File: config.mk
export PLATFORM = sky130hd
export DESIGN_NAME = humidity_sensor_frame_decoder_core_flat
export DESIGN_NICKNAME = d
export VERILOG_FILES = /design/src/rtl/hsfd_pkg.sv /design/src/rtl/hsfd_channels.sv /design/src/rtl/hsfd_pulse_check.sv /design/src/rtl/humidity_sensor_frame_decoder_core.sv /design/src/flat_wrapper.sv
export SDC_FILE = /design/constraint.sdc
export NUM_CORES = 1
export LEC_CHECK = 0
export ABC_AREA = 1
export BUFFER_PORTS_ARGS = -buffer_cell sky130_fd_sc_hd__buf_4
export CORE_MARGIN = 5
export CORE_UTILIZATION = 35
export DETAILED_ROUTE_END_ITERATION = 12
export HOLD_SLACK_MARGIN = 0.08
export PLACE_DENSITY = 0.56
export SLEW_MARGIN = 20
export SYNTH_ARGS = -nofsm -noshare
export SYNTH_HDL_FRONTEND = slang
export SYNTH_SLANG_ARGS = --single-unit
File: constraint.sdc
create_clock -name clk -period 8.2 [get_ports clk]
set_input_delay 1.23 -clock clk [delete_from_list [all_inputs] [get_ports clk]]
set_output_delay 1.23 -clock clk [all_outputs]
set_load 0.005 [all_outputs]
File: src/rtl/hsfd_pkg.sv
`timescale 1ns / 1ps
// shared types, codes and constants for the humidity sensor frame decoder
// no dependencies; used by every other file of the block

package hsfd_pkg;

    localparam int CFG_W        = 10;
    localparam int CFG_IDX_W    = 3;
    localparam int FRAME_BYTES  = 5;
    localparam int FRAME_BITS   = 8 * FRAME_BYTES;
    localparam int BIT_IDX_W    = 6;
    localparam int FIELD_W      = 16;
    localparam int CAPTURE_BITS = 16;

    localparam logic [CFG_W-1:0] RESPONSE_NOMINAL_RST = 10'd80;
    localparam logic [CFG_W-1:0] BYTE_START_LOW_RST   = 10'd60;
    localparam logic [CFG_W-1:0] BIT_START_LOW_RST    = 10'd50;
    localparam logic [CFG_W-1:0] ZERO_HIGH_RST        = 10'd26;
    localparam logic [CFG_W-1:0] ONE_HIGH_RST         = 10'd70;

    typedef enum logic [CFG_IDX_W-1:0] {
        REG_RESPONSE_NOMINAL = 3'd0,
        REG_BYTE_START_LOW   = 3'd1,
        REG_BIT_START_LOW    = 3'd2,
        REG_ZERO_HIGH        = 3'd3,
        REG_ONE_HIGH         = 3'd4
    } cfg_reg_t;

    typedef enum logic [1:0] {
        MODE_START   = 2'd0,
        MODE_CAPTURE = 2'd1,
        MODE_TIMEOUT = 2'd2,
        MODE_NONE    = 2'd3
    } mode_t;

    typedef enum logic [2:0] {
        ST_OK       = 3'd0,
        ST_TIMEOUT  = 3'd1,
        ST_NORESP   = 3'd2,
        ST_DECODE   = 3'd3,
        ST_CHECKSUM = 3'd4
    } status_t;

    typedef enum logic [2:0] {
        PH_IDLE     = 3'b001,
        PH_RESPONSE = 3'b010,
        PH_BITS     = 3'b100
    } phase_t;

endpackage

File: src/rtl/hsfd_channels.sv
`timescale 1ns / 1ps
// valid/ready channel interfaces for capture input and reading output
// depends on hsfd_pkg for field widths

interface hsfd_capture_if;
    logic                          valid;
    logic                          ready;
    logic [1:0]                    mode;
    logic [hsfd_pkg::FIELD_W-1:0]  low_width;
    logic [hsfd_pkg::FIELD_W-1:0]  cycle_width;

    modport source (output valid, mode, low_width, cycle_width, input ready);
    modport sink   (input valid, mode, low_width, cycle_width, output ready);
endinterface

interface hsfd_reading_if;
    logic                                valid;
    logic                                ready;
    logic [2:0]                          status;
    logic [hsfd_pkg::FIELD_W-1:0]        humidity;
    logic signed [hsfd_pkg::FIELD_W-1:0] temperature;

    modport source (output valid, status, humidity, temperature, input ready);
    modport sink   (input valid, status, humidity, temperature, output ready);
endinterface

File: src/rtl/hsfd_pulse_check.sv
`timescale 1ns / 1ps
// tolerance window check of one pulse: low and high width against nominal +/- half
// depends on hsfd_pkg for the register width

module hsfd_pulse_check #(
    parameter int CW = 16
) (
    input  logic [CW-1:0]                 low_width,
    input  logic [CW-1:0]                 cycle_width,
    input  logic [hsfd_pkg::CFG_W-1:0]    nom_low,
    input  logic [hsfd_pkg::CFG_W-1:0]    nom_high,
    output logic                          ok
);
    localparam int XW = ((CW > hsfd_pkg::CFG_W) ? CW : hsfd_pkg::CFG_W) + 2;

    logic [CW:0]   high_diff;
    logic          high_neg;
    logic [XW-1:0] lo_x;
    logic [XW-1:0] hi_x;
    logic [XW-1:0] lo_min;
    logic [XW-1:0] lo_max;
    logic [XW-1:0] hi_min;
    logic [XW-1:0] hi_max;

    // high = period - low; borrow means negative, which fails every window
    assign high_diff = {1'b0, cycle_width} - {1'b0, low_width};
    assign high_neg  = high_diff[CW];

    assign lo_x = XW'(low_width);
    assign hi_x = XW'(high_diff[CW-1:0]);

    assign lo_min = XW'(nom_low)  - XW'(nom_low  >> 1);
    assign lo_max = XW'(nom_low)  + XW'(nom_low  >> 1);
    assign hi_min = XW'(nom_high) - XW'(nom_high >> 1);
    assign hi_max = XW'(nom_high) + XW'(nom_high >> 1);

    assign ok = !high_neg
             && (lo_x >= lo_min) && (lo_x < lo_max)
             && (hi_x >= hi_min) && (hi_x < hi_max);
endmodule

File: src/rtl/humidity_sensor_frame_decoder_core.sv
`timescale 1ns / 1ps
// top level of the single-wire humidity sensor frame decoder
// depends on hsfd_pkg, hsfd_channels and hsfd_pulse_check
//
//  channel   dir  payload                               handshake
//  capture   in   mode, low_width, cycle_width          valid/ready
//  reading   out  status, humidity, temperature         valid/ready
//  cfg       in   cfg_index, cfg_data                   cfg_we, no stall
//
// one capture per cycle while capture.ready is high; reading.valid rises
// after a frame-ending capture: input register, decode, result register
// reset loads the default nominals and leaves the decoder idle
// capture.ready drops only while the input register and the result register
// both hold data and reading.ready is low

module humidity_sensor_frame_decoder_core #(
    parameter int CAPTURE_BITS = hsfd_pkg::CAPTURE_BITS
) (
    input  logic                                clk,
    input  logic                                rst_n,
    input  logic                                cfg_we,
    input  logic [hsfd_pkg::CFG_IDX_W-1:0]      cfg_index,
    input  logic [hsfd_pkg::CFG_W-1:0]          cfg_data,
    hsfd_capture_if.sink                        capture,
    hsfd_reading_if.source                      reading
);
    localparam int CW = (CAPTURE_BITS < hsfd_pkg::FIELD_W) ? CAPTURE_BITS
                                                           : hsfd_pkg::FIELD_W;
    localparam int FB = hsfd_pkg::FRAME_BITS;

    // configuration
    logic [hsfd_pkg::CFG_W-1:0] response_nominal_reg;
    logic [hsfd_pkg::CFG_W-1:0] byte_start_low_reg;
    logic [hsfd_pkg::CFG_W-1:0] bit_start_low_reg;
    logic [hsfd_pkg::CFG_W-1:0] zero_high_reg;
    logic [hsfd_pkg::CFG_W-1:0] one_high_reg;

    always_ff @(posedge clk or negedge rst_n)
    begin
        if (!rst_n)
        begin
            response_nominal_reg <= hsfd_pkg::RESPONSE_NOMINAL_RST;
            byte_start_low_reg   <= hsfd_pkg::BYTE_START_LOW_RST;
            bit_start_low_reg    <= hsfd_pkg::BIT_START_LOW_RST;
            zero_high_reg        <= hsfd_pkg::ZERO_HIGH_RST;
            one_high_reg         <= hsfd_pkg::ONE_HIGH_RST;
        end
        else if (cfg_we)
        begin
            unique case (hsfd_pkg::cfg_reg_t'(cfg_index))
                hsfd_pkg::REG_RESPONSE_NOMINAL: response_nominal_reg <= cfg_data;
                hsfd_pkg::REG_BYTE_START_LOW:   byte_start_low_reg   <= cfg_data;
                hsfd_pkg::REG_BIT_START_LOW:    bit_start_low_reg    <= cfg_data;
                hsfd_pkg::REG_ZERO_HIGH:        zero_high_reg        <= cfg_data;
                hsfd_pkg::REG_ONE_HIGH:         one_high_reg         <= cfg_data;
                default: ;
            endcase
        end
    end

    // input register
    logic                 in_valid_reg;
    hsfd_pkg::mode_t      in_mode_reg;
    logic [CW-1:0]        in_low_reg;
    logic [CW-1:0]        in_cycle_reg;
    logic                 advance;

    logic                 out_valid_reg;
    logic                 out_valid_next;

    assign advance       = !out_valid_reg || reading.ready;
    assign capture.ready = !in_valid_reg || advance;

    always_ff @(posedge clk or negedge rst_n)
    begin
        if (!rst_n)
            in_valid_reg <= 1'b0;
        else if (capture.ready)
            in_valid_reg <= capture.valid;
    end

    always_ff @(posedge clk)
    begin
        if (capture.valid && capture.ready)
        begin
            in_mode_reg  <= hsfd_pkg::mode_t'(capture.mode);
            in_low_reg   <= capture.low_width[CW-1:0];
            in_cycle_reg <= capture.cycle_width[CW-1:0];
        end
    end

    // decoder state
    hsfd_pkg::phase_t              phase_reg;
    hsfd_pkg::phase_t              phase_next;
    logic [hsfd_pkg::BIT_IDX_W-1:0] bit_index_reg;
    logic [hsfd_pkg::BIT_IDX_W-1:0] bit_index_next;
    logic [FB-1:0]                 frame_bits_reg;
    logic [FB-1:0]                 frame_bits_next;

    logic                          fire;
    logic [hsfd_pkg::CFG_W-1:0]    nom_low;
    logic                          resp_ok;
    logic                          one_ok;
    logic                          zero_ok;

    assign fire = in_valid_reg && advance;

    // byte start: first bit of every byte after the first
    assign nom_low = ((bit_index_reg != '0) && (bit_index_reg[2:0] == 3'd0))
                   ? byte_start_low_reg : bit_start_low_reg;

    hsfd_pulse_check #(.CW(CW)) u_resp_check (
        .low_width   (in_low_reg),
        .cycle_width (in_cycle_reg),
        .nom_low     (response_nominal_reg),
        .nom_high    (response_nominal_reg),
        .ok          (resp_ok)
    );

    hsfd_pulse_check #(.CW(CW)) u_one_check (
        .low_width   (in_low_reg),
        .cycle_width (in_cycle_reg),
        .nom_low     (nom_low),
        .nom_high    (one_high_reg),
        .ok          (one_ok)
    );

    hsfd_pulse_check #(.CW(CW)) u_zero_check (
        .low_width   (in_low_reg),
        .cycle_width (in_cycle_reg),
        .nom_low     (nom_low),
        .nom_high    (zero_high_reg),
        .ok          (zero_ok)
    );

    // frame assembly and checksum on the frame including this bit
    logic [FB-1:0]                  shifted_bits;
    logic [hsfd_pkg::BIT_IDX_W-1:0] index_inc;
    logic [7:0]                     byte_sum;
    logic [7:0]                     b0;
    logic [7:0]                     b1;
    logic [7:0]                     b2;
    logic [7:0]                     b3;
    logic [7:0]                     b4;
    logic [15:0]                    raw_temp;
    logic [15:0]                    dec_hum;
    logic [15:0]                    dec_temp;

    assign shifted_bits = {frame_bits_reg[FB-2:0], one_ok};
    assign index_inc    = bit_index_reg + hsfd_pkg::BIT_IDX_W'(1);

    assign b0 = shifted_bits[FB-1 -: 8];
    assign b1 = shifted_bits[FB-9 -: 8];
    assign b2 = shifted_bits[FB-17 -: 8];
    assign b3 = shifted_bits[FB-25 -: 8];
    assign b4 = shifted_bits[FB-33 -: 8];

    always_comb
    begin
        byte_sum = '0;
        for (int i = 0; i < hsfd_pkg::FRAME_BYTES - 1; i++)
            byte_sum = byte_sum + shifted_bits[FB-1-8*i -: 8];
    end

    assign raw_temp = {b2, b3};

    always_comb
    begin
        if ((b1 == 8'd0) && (b3 == 8'd0))
        begin
            // 8-bit sensor frame
            dec_hum  = {8'd0, b0};
            dec_temp = {8'd0, b2};
        end
        else
        begin
            dec_hum  = {b0, b1};
            dec_temp = raw_temp[15] ? (16'd0 - {1'b0, raw_temp[14:0]}) : raw_temp;
        end
    end

    // per-transaction control
    logic                    emit;
    hsfd_pkg::status_t       emit_status;
    logic [15:0]             emit_hum;
    logic [15:0]             emit_temp;

    always_comb
    begin
        phase_next      = phase_reg;
        bit_index_next  = bit_index_reg;
        frame_bits_next = frame_bits_reg;
        emit            = 1'b0;
        emit_status     = hsfd_pkg::ST_OK;
        emit_hum        = '0;
        emit_temp       = '0;

        if (fire)
        begin
            unique case (in_mode_reg)
                hsfd_pkg::MODE_START:
                begin
                    phase_next      = hsfd_pkg::PH_RESPONSE;
                    bit_index_next  = '0;
                    frame_bits_next = '0;
                end
                hsfd_pkg::MODE_NONE: ;
                hsfd_pkg::MODE_TIMEOUT:
                begin
                    if (phase_reg != hsfd_pkg::PH_IDLE)
                    begin
                        emit        = 1'b1;
                        emit_status = hsfd_pkg::ST_TIMEOUT;
                        phase_next  = hsfd_pkg::PH_IDLE;
                    end
                end
                hsfd_pkg::MODE_CAPTURE:
                begin
                    unique case (phase_reg)
                        hsfd_pkg::PH_IDLE: ;
                        hsfd_pkg::PH_RESPONSE:
                        begin
                            priority if (in_cycle_reg == '0)
                            begin
                                emit        = 1'b1;
                                emit_status = hsfd_pkg::ST_NORESP;
                                phase_next  = hsfd_pkg::PH_IDLE;
                            end
                            else if (!resp_ok)
                            begin
                                emit        = 1'b1;
                                emit_status = hsfd_pkg::ST_DECODE;
                                phase_next  = hsfd_pkg::PH_IDLE;
                            end
                            else
                            begin
                                phase_next      = hsfd_pkg::PH_BITS;
                                bit_index_next  = '0;
                                frame_bits_next = '0;
                            end
                        end
                        hsfd_pkg::PH_BITS:
                        begin
                            if (!one_ok && !zero_ok)
                            begin
                                emit        = 1'b1;
                                emit_status = hsfd_pkg::ST_DECODE;
                                phase_next  = hsfd_pkg::PH_IDLE;
                            end
                            else
                            begin
                                frame_bits_next = shifted_bits;
                                bit_index_next  = index_inc;
                                if (index_inc == hsfd_pkg::BIT_IDX_W'(FB))
                                begin
                                    emit       = 1'b1;
                                    phase_next = hsfd_pkg::PH_IDLE;
                                    if (byte_sum != b4)
                                        emit_status = hsfd_pkg::ST_CHECKSUM;
                                    else
                                    begin
                                        emit_status = hsfd_pkg::ST_OK;
                                        emit_hum    = dec_hum;
                                        emit_temp   = dec_temp;
                                    end
                                end
                            end
                        end
                        default: ;
                    endcase
                end
                default: ;
            endcase
        end
    end

    always_ff @(posedge clk or negedge rst_n)
    begin
        if (!rst_n)
        begin
            phase_reg      <= hsfd_pkg::PH_IDLE;
            bit_index_reg  <= '0;
            frame_bits_reg <= '0;
        end
        else
        begin
            phase_reg      <= phase_next;
            bit_index_reg  <= bit_index_next;
            frame_bits_reg <= frame_bits_next;
        end
    end

    // result register
    logic [2:0]  out_status_reg;
    logic [15:0] out_hum_reg;
    logic [15:0] out_temp_reg;

    always_comb
    begin
        out_valid_next = out_valid_reg && !reading.ready;
        if (fire)
            out_valid_next = emit;
    end

    always_ff @(posedge clk or negedge rst_n)
    begin
        if (!rst_n)
            out_valid_reg <= 1'b0;
        else
            out_valid_reg <= out_valid_next;
    end

    always_ff @(posedge clk)
    begin
        if (fire && emit)
        begin
            out_status_reg <= emit_status;
            out_hum_reg    <= emit_hum;
            out_temp_reg   <= emit_temp;
        end
    end

    assign reading.valid       = out_valid_reg;
    assign reading.status      = out_status_reg;
    assign reading.humidity    = out_hum_reg;
    assign reading.temperature = $signed(out_temp_reg);
endmodule

File: src/flat_wrapper.sv
// flat-port wrapper written by rule: the top's interface ports become plain ports
module humidity_sensor_frame_decoder_core_flat 
#(
    parameter int CAPTURE_BITS = hsfd_pkg::CAPTURE_BITS
)
  (clk, rst_n, cfg_we, cfg_index, cfg_data, capture_valid, capture_mode, capture_low_width, capture_cycle_width, capture_ready, reading_valid, reading_status, reading_humidity, reading_temperature, reading_ready);
  hsfd_capture_if capture_i ();
  hsfd_reading_if reading_i ();
  input  logic clk;
  input  logic rst_n;
  input  logic cfg_we;
  input  logic [hsfd_pkg::CFG_IDX_W-1:0] cfg_index;
  input  logic [hsfd_pkg::CFG_W-1:0] cfg_data;
  input wire logic [$bits(capture_i.valid)-1:0] capture_valid;
  input wire logic [$bits(capture_i.mode)-1:0] capture_mode;
  input wire logic [$bits(capture_i.low_width)-1:0] capture_low_width;
  input wire logic [$bits(capture_i.cycle_width)-1:0] capture_cycle_width;
  output wire logic [$bits(capture_i.ready)-1:0] capture_ready;
  output wire logic [$bits(reading_i.valid)-1:0] reading_valid;
  output wire logic [$bits(reading_i.status)-1:0] reading_status;
  output wire logic [$bits(reading_i.humidity)-1:0] reading_humidity;
  output wire logic [$bits(reading_i.temperature)-1:0] reading_temperature;
  input wire logic [$bits(reading_i.ready)-1:0] reading_ready;
  assign capture_i.valid = capture_valid;
  assign capture_i.mode = capture_mode;
  assign capture_i.low_width = capture_low_width;
  assign capture_i.cycle_width = capture_cycle_width;
  assign capture_ready = capture_i.ready;
  assign reading_valid = reading_i.valid;
  assign reading_status = reading_i.status;
  assign reading_humidity = reading_i.humidity;
  assign reading_temperature = reading_i.temperature;
  assign reading_i.ready = reading_ready;
  humidity_sensor_frame_decoder_core #(.CAPTURE_BITS(CAPTURE_BITS)) u_core (.clk(clk), .rst_n(rst_n), .cfg_we(cfg_we), .cfg_index(cfg_index), .cfg_data(cfg_data), .capture(capture_i), .reading(reading_i));
endmodule
==> reports/results.tsv <==
metric	value	unit
status	finished clean	
cts_tree	built	
pwr-share-clk	21.2	%
ctsResizeCount	0	
synthAdderAreaFrac	23.1	%
grt_busiest_layer	met2	
dp_hpwl	31000	µm
clk_pin_slew_worst_paths	70	ps
syn_nets	2269	
first_pass_iters	5	
final_nets	2338	
grt_use_met1	23.6	%
tns	0	ps
final_cells	2615	
slowest_stage	o21ai_0	
clockBufferDepth	2	
dieArea	48100	µm²
viasPerCell	4.88	
yosysMostFrequentCell	nand2_1	
p_leak	8.66	nW
finalCritPeriodShare	74.2	%
post_cts_buffers	0	
wl	40000	µm
cp.arrival	6450	ps
drive_gt1_share	8.97	%
cp-start-kind	register	
vdd_drop_max	0.165	mV
start_util	35.5	%
p_int	2.17	mW
synthTopCellsByArea	ha_1 20%, dfrtp_1 14%, edfxtp_1 14%	
synth.area.mux_share	0.0734	%
ys.flop_type	dfrtp_1	
cts_sinks	169	
synth-simple-area-share	23.5	%
synth_top_area_share	20.1	%
ys_types	50	
drt_iter0_markers	756	
cts_made_buffers	17	
gr-total-overflow	0	
seqCellArea	4590	µm²
power_density	226	nW/µm²
avgSynthCellArea	7.88	µm²
place_inst	2582	
seq_power_share	26.8	%
synthTopCellsByCount	449 x nand2_1, 270 x inv_1, 246 x ha_1	
coreArea	43300	µm²
wl_per_cell	15.3	µm
antenna_left	0	
tightest_slew	1070	ps
antenna_found_initial	0	
period_needed	6090	ps
r2r-end	u_core.frame_bits_reg[33]	
worstSetupEndpoint	u_core.frame_bits_reg[33]	
syn_to_final_growth	11.6	%
grt_max_degree	66	
io_buffers	88	
p_sw_share	43.9	%
crit_path_max_incr_delay	570	ps
synth_xor_area_share	5.42	%
rr_worst_depth	29	
die_h	219	µm
syn_inst	1948	
synth-seq-cells	169	
core.rowCount	76	
cts-root-buf	clkbuf_16	
drcViolationCount	0	
critical_path_class	register to register	
grt_pass1_vias	12500	
synth_top_family_by_area	simple AND/OR/NAND/NOR gates	
power.net_switching	1.70	mW
clock_latency	480	ps
required	8560	ps
gp_congestion	0.865	
end_kind	register	
setup_viol	0	
p_comb_share	52.0	%
io-pin-count	89	
yosysWarnings	0	
die_w	219	µm
vias	12800	
max_slew_margin	27.9	%
report.final.hold_viol_count	0	
reg2reg_from	u_core.bit_index_reg[0]	
post-synth-top-area-cell	ha_1	
grt.total_usage	17.1	%
cts.htree.levels	4	
netlist_area	15300	µm²
grt_pass1_wl	65300	µm
max_freq	0.164	GHz
fillCellCount	4388	
skew	12.3	ps
min_path_type	register to register	
global_route.usage.met2	27.6	%
maxCapViolCount	0	
multiInputGateArea	9450	µm²
postCtsHoldBufs	0	
crit_fanout	47	
async_flop_share	59.2	%
rrSetupSlack	2110	ps
num_antenna_cells	0	
seq_area_frac_synth	29.9	%
rsz0062_at_grt	false	
grt_use_met3	3.01	%
crit_path_start	u_core.bit_index_reg[0]	
synth_edf_count	69	
slew_viol_final	0	
largest_reg_flops	39	
synth_compound_area_share	9.45	%
[layout make-up]
class	count	share of cell area, %
sequential	169	26.8
inverter	275	6.03
tap	585	4.27
multi-input combinational	1459	55.2
timing repair buffer	95	4.28
clock buffer	18	2.51
clock inverter	14	0.899
[layout by cell type (no fill, tap or decap), types with 9 or more instances in the layout]
cell       instances
a21oi_1          108
a31oi_1            9
buf_4             94
clkbuf_16         17
dfrtp_1           84
dfstp_2           16
edfxtp_1          69
fa_1              23
ha_1             246
inv_1            270
nand2_1          449
nand3_1           65
nand4_1           64
nor2_1           191
nor2_2            11
nor3_1            12
nor4_1            12
o21ai_0           84
o21bai_1          21
xnor2_1           14
xor2_1            81
[per-stage QoR]
stage / setup WS, ps / area (µm²) / utilization [%] / power, mW / hold WS [ps]
floorplan: 2790 / 15300 / - / 2.58 / 442
global placement: 2280 / 16500 / 38.2 / 3.01 / 454
detailed placement: 2160 / 16500 / 38.2 / 3.07 / 460
CTS: 2120 / 17100 / 39.5 / 3.91 / 477
global route: 1480 / 17100 / 39.6 / 4.30 / 496
finish: 2110 / 17100 / 39.6 / 3.88 / 475
[per-layer routing]
| metal | share of wire (%) | vias up |
|---|---|---|
| met5 | 0 | - |
| met1 | 49 | 5989 |
| li1 | - | 6539 |
| met4 | 1.7 | 0 |
| met2 | 45 | 193 |
| met3 | 3.8 | 36 |
[power by group through the flow]
stage	combinational, mW	sequential, mW	clock (mW)
final	2.02	1.04	0.821
after global routing	2.37	1.05	0.877
after CTS	2.03	1.04	0.846
after detailed placement	2.01	1.06	0
after global placement	1.95	1.06	0
after floorplan	1.55	1.03	0
[worst min-delay path by stage]
| stage | start | cells after the start | slack, ps | to |
|---|---|---|---|---|
| CTS | u_core.frame_bits_reg[5] | 2 | 480 | u_core.frame_bits_reg[5] |
| global route | u_core.byte_start_low_reg[5] | 2 | 500 | u_core.byte_start_low_reg[5] |
| global placement | u_core.frame_bits_reg[5] | 2 | 450 | u_core.frame_bits_reg[5] |
| detailed placement | u_core.frame_bits_reg[5] | 2 | 460 | u_core.frame_bits_reg[5] |
| finish | u_core.frame_bits_reg[5] | 2 | 480 | u_core.frame_bits_reg[5] |
| floorplan | u_core.frame_bits_reg[2] | 2 | 440 | u_core.frame_bits_reg[2] |
[cells by family after synthesis]
group           after synthesis
compound gates              258
xor+xnor                     95
fa+ha+maj                   269
buf+inv                     320
flops                       169
mux                           1
simple gates                836
[worst max-delay path, delay by kind of cell, from the launching register on]
| family | cells | cell delay (ps) |
|---|---|---|
| adders and majority gates | 3 | 900 |
| xor gates and xnor gates | 1 | 160 |
| buffers and inverters | 4 | 850 |
| DFF | 1 | 440 |
| and+or+nand+nor | 11 | 1770 |
| AOI/OAI and AO/OA | 10 | 1830 |
Power figures use the tool's default switching activity.
